$ cat src/rtl/signed_int_to_decimal_ascii_core_assert.svh
// assertion macros used by the rtl file signed_int_to_decimal_ascii_core.sv
`ifndef SIGNED_INT_TO_DECIMAL_ASCII_CORE_ASSERT_SVH
`define SIGNED_INT_TO_DECIMAL_ASCII_CORE_ASSERT_SVH

`ifndef SYNTHESIS
`define SITDA_ASSERT(lbl, clk, rst_n, prop, msg) \
    lbl: assert property (@(posedge clk) disable iff (!rst_n) prop) else $error(msg);
`define SITDA_ASSERT_ALWAYS(lbl, clk, prop, msg) \
    lbl: assert property (@(posedge clk) prop) else $error(msg);
`else
`define SITDA_ASSERT(lbl, clk, rst_n, prop, msg)
`define SITDA_ASSERT_ALWAYS(lbl, clk, prop, msg)
`endif

`endif

$ cat src/rtl/sitda_pkg.sv
package sitda_pkg;

    localparam logic [7:0] CH_ZERO    = 8'd48;
    localparam logic [7:0] CH_MINUS   = 8'd45;
    localparam logic [7:0] CH_NEWLINE = 8'd10;

    typedef enum logic [4:0] {
        E_IDLE  = 5'b00001,
        E_SKIP  = 5'b00010,
        E_SIGN  = 5'b00100,
        E_DIGIT = 5'b01000,
        E_NL    = 5'b10000
    } t_emit_state;

    typedef struct packed {
        logic start;
        logic negative;
    } t_emit_cmd;

endpackage

$ cat src/rtl/sitda_value_if.sv
interface sitda_value_if #(
    parameter int VALUE_WIDTH = 32
);
    logic                          valid;
    logic                          ready;
    logic signed [VALUE_WIDTH-1:0] value;

    modport source (output valid, output value, input ready);
    modport sink (input valid, input value, output ready);
endinterface

$ cat src/rtl/sitda_text_if.sv
interface sitda_text_if;
    logic       valid;
    logic       ready;
    logic [7:0] text_byte;
    logic       last;

    modport source (output valid, output text_byte, output last, input ready);
    modport sink (input valid, input text_byte, input last, output ready);
endinterface

$ cat src/rtl/sitda_dabble.sv
module sitda_dabble #(
    parameter int VALUE_WIDTH = 32,
    parameter int NUM_DIGITS  = 10
) (
    input  logic                    i_clk,
    input  logic                    i_rst_n,
    input  logic                    i_start,
    input  logic [VALUE_WIDTH-1:0]  i_mag,
    output logic                    o_done,
    output logic [4*NUM_DIGITS-1:0] o_bcd
);
    localparam int CW = $clog2(VALUE_WIDTH + 1);

    logic [VALUE_WIDTH-1:0]  r_shift, n_shift;
    logic [4*NUM_DIGITS-1:0] r_bcd, n_bcd;
    logic [4*NUM_DIGITS-1:0] w_adj;
    logic [CW-1:0]           r_cnt, n_cnt;
    logic                    r_run, n_run;
    logic                    r_done, n_done;

    // add 3 to every digit of 5 or more before the shift
    always_comb begin
        for (int d = 0; d < NUM_DIGITS; d++) begin
            if (r_bcd[4*d +: 4] >= 4'd5) begin
                w_adj[4*d +: 4] = r_bcd[4*d +: 4] + 4'd3;
            end else begin
                w_adj[4*d +: 4] = r_bcd[4*d +: 4];
            end
        end
    end

    always_comb begin
        n_shift = r_shift;
        n_bcd   = r_bcd;
        n_cnt   = r_cnt;
        n_run   = r_run;
        n_done  = 1'b0;
        if (i_start) begin
            n_shift = i_mag;
            n_bcd   = '0;
            n_cnt   = CW'(VALUE_WIDTH);
            n_run   = 1'b1;
        end else if (r_run) begin
            n_bcd   = {w_adj[4*NUM_DIGITS-2:0], r_shift[VALUE_WIDTH-1]};
            n_shift = {r_shift[VALUE_WIDTH-2:0], 1'b0};
            n_cnt   = r_cnt - CW'(1);
            if (r_cnt == CW'(1)) begin
                n_run  = 1'b0;
                n_done = 1'b1;
            end
        end
    end

    always_ff @(posedge i_clk) begin
        r_shift <= n_shift;
        r_bcd   <= n_bcd;
        r_cnt   <= n_cnt;
        if (!i_rst_n) begin
            r_run  <= 1'b0;
            r_done <= 1'b0;
        end else begin
            r_run  <= n_run;
            r_done <= n_done;
        end
    end

    assign o_done = r_done;
    assign o_bcd  = r_bcd;
endmodule

$ cat src/rtl/sitda_emit.sv
module sitda_emit #(
    parameter int NUM_DIGITS = 10
) (
    input  logic                    i_clk,
    input  logic                    i_rst_n,
    input  sitda_pkg::t_emit_cmd    i_cmd,
    input  logic [4*NUM_DIGITS-1:0] i_bcd,
    sitda_text_if.source            o_text
);
    import sitda_pkg::*;

    localparam int LW = $clog2(NUM_DIGITS + 1);

    t_emit_state             r_state, n_state;
    logic [4*NUM_DIGITS-1:0] r_dig, n_dig;
    logic [LW-1:0]           r_left, n_left;
    logic                    r_neg, n_neg;
    logic                    r_valid, n_valid;
    logic [7:0]              r_byte, n_byte;
    logic                    r_last, n_last;
    logic                    w_can_load;
    logic [3:0]              w_top;

    assign w_can_load = !r_valid || o_text.ready;
    assign w_top      = r_dig[4*NUM_DIGITS-1 -: 4];

    always_comb begin
        n_state = r_state;
        n_dig   = r_dig;
        n_left  = r_left;
        n_neg   = r_neg;
        n_valid = r_valid;
        n_byte  = r_byte;
        n_last  = r_last;
        if (r_valid && o_text.ready) begin
            n_valid = 1'b0;
        end
        unique case (r_state)
            E_IDLE: begin
                if (i_cmd.start) begin
                    n_dig   = i_bcd;
                    n_left  = LW'(NUM_DIGITS);
                    n_neg   = i_cmd.negative;
                    n_state = E_SKIP;
                end
            end
            E_SKIP: begin
                // drop leading zeros, keep at least one digit
                if (w_top == 4'd0 && r_left > LW'(1)) begin
                    n_dig  = {r_dig[4*NUM_DIGITS-5:0], 4'd0};
                    n_left = r_left - LW'(1);
                end else if (r_neg) begin
                    n_state = E_SIGN;
                end else begin
                    n_state = E_DIGIT;
                end
            end
            E_SIGN: begin
                if (w_can_load) begin
                    n_valid = 1'b1;
                    n_byte  = CH_MINUS;
                    n_last  = 1'b0;
                    n_state = E_DIGIT;
                end
            end
            E_DIGIT: begin
                if (w_can_load) begin
                    n_valid = 1'b1;
                    n_byte  = CH_ZERO | {4'd0, w_top};
                    n_last  = 1'b0;
                    n_dig   = {r_dig[4*NUM_DIGITS-5:0], 4'd0};
                    n_left  = r_left - LW'(1);
                    if (r_left == LW'(1)) begin
                        n_state = E_NL;
                    end
                end
            end
            E_NL: begin
                if (w_can_load) begin
                    n_valid = 1'b1;
                    n_byte  = CH_NEWLINE;
                    n_last  = 1'b1;
                    n_state = E_IDLE;
                end
            end
            default: begin
                n_state = E_IDLE;
            end
        endcase
    end

    always_ff @(posedge i_clk) begin
        r_dig  <= n_dig;
        r_left <= n_left;
        r_neg  <= n_neg;
        r_byte <= n_byte;
        r_last <= n_last;
        if (!i_rst_n) begin
            r_state <= E_IDLE;
            r_valid <= 1'b0;
        end else begin
            r_state <= n_state;
            r_valid <= n_valid;
        end
    end

    assign o_text.valid     = r_valid;
    assign o_text.text_byte = r_byte;
    assign o_text.last      = r_last;
endmodule

$ cat src/rtl/signed_int_to_decimal_ascii_core.sv
// conversion: the double dabble shift takes one bit per cycle, then leading zeros
//   are dropped before the first byte; the output shifter then sends one digit per
//   cycle while the output is not stalled, after a minus byte for a negative value;
//   a new word is not taken until the newline byte of the last one is accepted
// reset: synchronous active-low i_rst_n clears control and the output valid
`include "signed_int_to_decimal_ascii_core_assert.svh"

module signed_int_to_decimal_ascii_core #(
    parameter int VALUE_WIDTH = 32
) (
    input  logic         i_clk,
    input  logic         i_rst_n,
    sitda_value_if.sink  i_value,
    sitda_text_if.source o_text
);
    import sitda_pkg::*;

    localparam int NUM_DIGITS = (VALUE_WIDTH * 30103) / 100000 + 1;

    logic                    r_busy, n_busy;
    logic                    r_neg, n_neg;
    logic                    w_accept;
    logic [VALUE_WIDTH-1:0]  w_v;
    logic [VALUE_WIDTH-1:0]  w_mag;
    logic                    w_conv_done;
    logic [4*NUM_DIGITS-1:0] w_bcd;
    t_emit_cmd               w_cmd;

    assign i_value.ready = !r_busy;
    assign w_accept      = i_value.valid && !r_busy;
    assign w_v           = i_value.value;
    // most negative value wraps to the sign bit alone, its true magnitude
    assign w_mag         = w_v[VALUE_WIDTH-1] ? (~w_v + VALUE_WIDTH'(1)) : w_v;

    always_comb begin
        n_busy = r_busy;
        n_neg  = r_neg;
        if (w_accept) begin
            n_busy = 1'b1;
            n_neg  = w_v[VALUE_WIDTH-1];
        end else if (o_text.valid && o_text.ready && o_text.last) begin
            n_busy = 1'b0;
        end
    end

    always_ff @(posedge i_clk) begin
        r_neg <= n_neg;
        if (!i_rst_n) begin
            r_busy <= 1'b0;
        end else begin
            r_busy <= n_busy;
        end
    end

    assign w_cmd.start    = w_conv_done;
    assign w_cmd.negative = r_neg;

    sitda_dabble #(
        .VALUE_WIDTH (VALUE_WIDTH),
        .NUM_DIGITS  (NUM_DIGITS)
    ) u_dabble (
        .i_clk   (i_clk),
        .i_rst_n (i_rst_n),
        .i_start (w_accept),
        .i_mag   (w_mag),
        .o_done  (w_conv_done),
        .o_bcd   (w_bcd)
    );

    sitda_emit #(
        .NUM_DIGITS (NUM_DIGITS)
    ) u_emit (
        .i_clk   (i_clk),
        .i_rst_n (i_rst_n),
        .i_cmd   (w_cmd),
        .i_bcd   (w_bcd),
        .o_text  (o_text)
    );

    `SITDA_ASSERT(a_out_only_busy, i_clk, i_rst_n, o_text.valid |-> r_busy, "word out while idle")
    `SITDA_ASSERT(a_conv_only_busy, i_clk, i_rst_n, w_conv_done |-> r_busy, "conversion done while idle")
    `SITDA_ASSERT(a_last_is_nl, i_clk, i_rst_n, (o_text.valid && o_text.last) |-> (o_text.text_byte == CH_NEWLINE), "last word not newline")
    `SITDA_ASSERT(a_accept_blocks, i_clk, i_rst_n, w_accept |=> !i_value.ready, "ready right after accept")
    `SITDA_ASSERT_ALWAYS(a_reset_idle, i_clk, !i_rst_n |=> !r_busy, "busy after reset")
endmodule

$ cat src/flat_wrapper.sv
// flat-port wrapper written by rule: the top's interface ports become plain ports
module signed_int_to_decimal_ascii_core_flat import sitda_pkg::*;
#(
    parameter int VALUE_WIDTH = 32
)
  (i_clk, i_rst_n, i_value_valid, i_value_value, i_value_ready, o_text_valid, o_text_text_byte, o_text_last, o_text_ready);
  sitda_value_if #(.VALUE_WIDTH(VALUE_WIDTH)) i_value_i ();
  sitda_text_if o_text_i ();
  input  logic i_clk;
  input  logic i_rst_n;
  input wire logic [$bits(i_value_i.valid)-1:0] i_value_valid;
  input wire logic [$bits(i_value_i.value)-1:0] i_value_value;
  output wire logic [$bits(i_value_i.ready)-1:0] i_value_ready;
  output wire logic [$bits(o_text_i.valid)-1:0] o_text_valid;
  output wire logic [$bits(o_text_i.text_byte)-1:0] o_text_text_byte;
  output wire logic [$bits(o_text_i.last)-1:0] o_text_last;
  input wire logic [$bits(o_text_i.ready)-1:0] o_text_ready;
  assign i_value_i.valid = i_value_valid;
  assign i_value_i.value = i_value_value;
  assign i_value_ready = i_value_i.ready;
  assign o_text_valid = o_text_i.valid;
  assign o_text_text_byte = o_text_i.text_byte;
  assign o_text_last = o_text_i.last;
  assign o_text_i.ready = o_text_ready;
  signed_int_to_decimal_ascii_core #(.VALUE_WIDTH(VALUE_WIDTH)) u_core (.i_clk(i_clk), .i_rst_n(i_rst_n), .i_value(i_value_i), .o_text(o_text_i));
endmodule
$ cat config.mk
export PLATFORM = sky130hd
export DESIGN_NAME = signed_int_to_decimal_ascii_core_flat
export DESIGN_NICKNAME = d
export VERILOG_FILES = /design/src/rtl/sitda_pkg.sv /design/src/rtl/sitda_value_if.sv /design/src/rtl/sitda_text_if.sv /design/src/rtl/sitda_dabble.sv /design/src/rtl/sitda_emit.sv /design/src/rtl/signed_int_to_decimal_ascii_core.sv /design/src/flat_wrapper.sv
export VERILOG_INCLUDE_DIRS = /design/src /design/src/rtl
export SDC_FILE = /design/constraint.sdc
export NUM_CORES = 1
export LEC_CHECK = 0
export BUFFER_PORTS_ARGS = -buffer_cell sky130_fd_sc_hd__buf_4
export CORE_MARGIN = 5
export CORE_UTILIZATION = 61
export DETAILED_ROUTE_END_ITERATION = 10
export PLACE_DENSITY_LB_ADDON = 0.25
export SYNTH_ARGS = -nofsm -noshare
export SYNTH_HDL_FRONTEND = slang
export SYNTH_SLANG_ARGS = --single-unit
$ cat constraint.sdc
create_clock -name i_clk -period 5.7 [get_ports i_clk]
set_input_delay 0.57 -clock i_clk [delete_from_list [all_inputs] [get_ports i_clk]]
set_output_delay 0.57 -clock i_clk [all_outputs]
set_load 0.005 [all_outputs]
==> impl_metrics.json <==
{
  "outcome": "finished, final reports clean",
  "yosysSeqAreaShare_pct": 51.1,
  "area_delta_synth_final_pct": 14.8,
  "holdBufCountCts": 0,
  "worstPathRequired_ps": 5840,
  "fin_ws_ps": 2840,
  "syn_inst": 751,
  "ys_async_sr_fraction_pct": 0,
  "maxCapViolCount": 0,
  "synth_edf_count": 85,
  "initial_core_util_pct": 62.3,
  "final_common_cell": "nand2_1",
  "cts_resized": 0,
  "post_cts_buffers": 0,
  "cts_made_buffers": 17,
  "core_sq_um": 11500,
  "path_clk_slew_ps": 60,
  "drive_gt1_share_pct": 11.7,
  "dr.pass1.iters": 7,
  "period_share_pct": 50.3,
  "vias": 5263,
  "fin_crit_ps": 2860,
  "clock_skew_ps": 12.2,
  "final_cell_mix": "134 x nand2_1, 85 x edfxtp_1, 76 x o21ai_0",
  "hold_viol_final": 0,
  "drt-total-wl_um": 13500,
  "antenna_cells": 0,
  "clock-sinks": 140,
  "power_per_cell_area_nw_per_um2": 307,
  "max_stage_delay_ps": 680,
  "power_w": 0.00251,
  "port_buffers": 44,
  "min_path_type": "input port to flop",
  "critical_path_class": "flop to flop",
  "syn_area_sq_um": 7150,
  "htree_levels": 4,
  "worst_pin_slew_ps": 963,
  "grt_overflow_total": 0,
  "crit_start": "u_core.u_emit.r_state[1]",
  "yosysUniqueCellTypes": 47,
  "slew_violations": 0,
  "wl_per_cell_um": 14.4,
  "clockRootBuffer": "clkbuf_16",
  "grt.total_usage_pct": 19.7,
  "ir_drop_v": 0.000198,
  "fmax_ghz": 0.349,
  "drc": 0,
  "rsz0062_at_grt": "false",
  "critPathBufInv": 2,
  "cp_top_family": "buffers and inverters",
  "design_area_sq_um": 8200,
  "min_from": "i_rst_n",
  "finalSetupViolations": 0,
  "post_drt_via_cell_ratio": 5.61,
  "cp-start-kind": "flop",
  "first_global_vias": 5276,
  "first_iter_violations": 457,
  "endpoint_kind": "flop",
  "place_area_sq_um": 7550,
  "grt_max_degree": 76,
  "timing.rr.start": "u_core.u_emit.r_state[1]",
  "relSlewSlack_pct": 35.6,
  "gp_congestion": 0.785,
  "finalNetCount": 843,
  "synth_top_area_share_pct": 35.7,
  "leakagePower_nw": 3.15,
  "syn-mean-instance-area_sq_um": 9.51,
  "clockBufferDepth": 2,
  "ys_seq_elements": 140,
  "num_io_pins": 47,
  "synth_top_flop_cell": "edfxtp_1",
  "grt_pass1_wl_um": 23100,
  "place_ws_ps": 2790,
  "fin_setup_tns_ps": 0,
  "fillers": 788,
  "cts_tree": "yes",
  "die_h_um": 118,
  "die_width_um": 118,
  "cp.arrival_ps": 3010,
  "worstPathMaxFanout": 50,
  "crit_chain": "xor2_1 -> nand3_1 -> inv_1 -> buf_4 -> o21ai_0",
  "rrSetupSlack_ps": 2840,
  "placementRows": 39,
  "yosysTopAreaCell": "edfxtp_1",
  "ant_nets": 0,
  "yosys-top-cells-area": "edfxtp_1 36%, dfxtp_1 15%, nand2_1 7.0%, o21ai_0 5.3%, ha_1 4.4%",
  "antenna_found_initial": 0,
  "synth-warning-count": 0,
  "cp_slowest_cell": "nand3_1",
  "die_area_sq_um": 14000,
  "insertion_delay_ps": 420,
  "dpl.hpwl_um": 8730
}
==> per-stage QoR <==
step | hold slack, ps | std cells | utilization (%)
global route | 386 | 938 | 71.5
detailed placement | 417 | 906 | 65.9
CTS | 385 | 938 | 71.5
finish | 399 | 938 | 71.5
floorplan | 400 | 752 | -
global placement | 401 | 906 | 65.9
==> sequential cells by signal, summed over array words and instances (netlist names) <==
register                        cells
u_core.u_emit.r_dig                40
u_core.u_emit.r_neg                 1
u_core.u_dabble.r_shift            32
u_core.r_busy                       1
u_core.u_emit.o_text.text_byte      6
u_core.u_dabble.o_bcd              40
u_core.u_emit.o_text.last           1
u_core.u_emit.r_state               5
u_core.u_emit.r_left                4
u_core.u_dabble.r_run               1
u_core.u_emit.o_text.valid          1
u_core.r_neg                        1
u_core.u_dabble.o_done              1
u_core.u_dabble.r_cnt               6
==> logic make-up (layout without fill, tap and decap cells) <==
group | Yosys count | after routing | share of synthesized area (%)
AND/OR/NAND/NOR | 275 | 275 | 17.8
AO/OA/AOI/OAI | 167 | 167 | 13.6
flip-flops | 140 | 140 | 51.1
buffers and inverters | 72 | 115 | 3.99
XOR/XNOR | 56 | 56 | 6.86
adder cells (fa/ha/maj) | 25 | 25 | 4.38
multiplexers | 15 | 15 | 2.10
other | 1 | 2 | 0.0525
==> synth_stat cells (2+ instances only) <==
master	number
buf_1	2
or3_2	2
edfxtp_1	85
and3_1	2
or3_1	6
nor3_1	6
o22ai_1	2
a21oi_1	39
xor2_1	30
or4_4	2
nor3b_1	2
dfxtp_1	55
nand2b_1	33
mux2i_1	15
ha_1	25
o211ai_1	12
o21ai_1	6
and2_1	2
inv_1	34
buf_4	2
o31ai_1	10
clkbuf_1	32
nand4_1	5
nor2b_1	3
nor2_1	40
o41ai_2	2
nand3_1	25
o41ai_1	5
xnor2_1	26
a21o_1	9
nand2_1	134
or4_1	5
o21ai_0	76
nor4_1	4
==> per-layer routing <==
layer	global-route usage, %	vias to the layer above	part of all wire [%]
met5	0	-	0
met2	33.9	94	50
met3	4.63	14	3.4
met4	6.95	0	1.1
li1	-	2672	-
met1	24.3	2483	45
==> final cells by class <==
class                      count  area [sq um]  area share (%)
clock buffer                  20           500            6.10
clock inverter                12           146            1.79
timing repair buffer          48           360            4.39
sequential                   140          3650            44.6
tap                          143           179            2.18
inverter                      35           131            1.60
multi-input combinational    540          3230            39.4
==> power by group <==
group / switching [W] / total (W) / leakage [nW] / internal [W]
Clock: 0.000443 / 0.00118 / 0.319 / 0.000734
Combinational: 0.000109 / 0.000183 / 1.57 / 0.0000747
Sequential: 0.0000232 / 0.00115 / 1.26 / 0.00113
Total: 0.000575 / 0.00251 / 3.15 / 0.00194
==> worst reg2reg max path, cell delays in order (launching register included) <==
cell     delay [ps]
dfxtp_1         540
xor2_1          180
nand3_1         680
inv_1           520
buf_4           480
o21ai_0         190
==> final timing paths <==
kind / end / depth (start not counted)
setup / recovery: u_core.u_emit.r_dig[5] / 5
hold / removal: u_core.u_emit.r_state[0] / 2
setup reg to reg: u_core.u_emit.r_dig[5] / 5
hold reg to reg: u_core.u_emit.r_neg / 0
(Power assumes the default switching activity.)
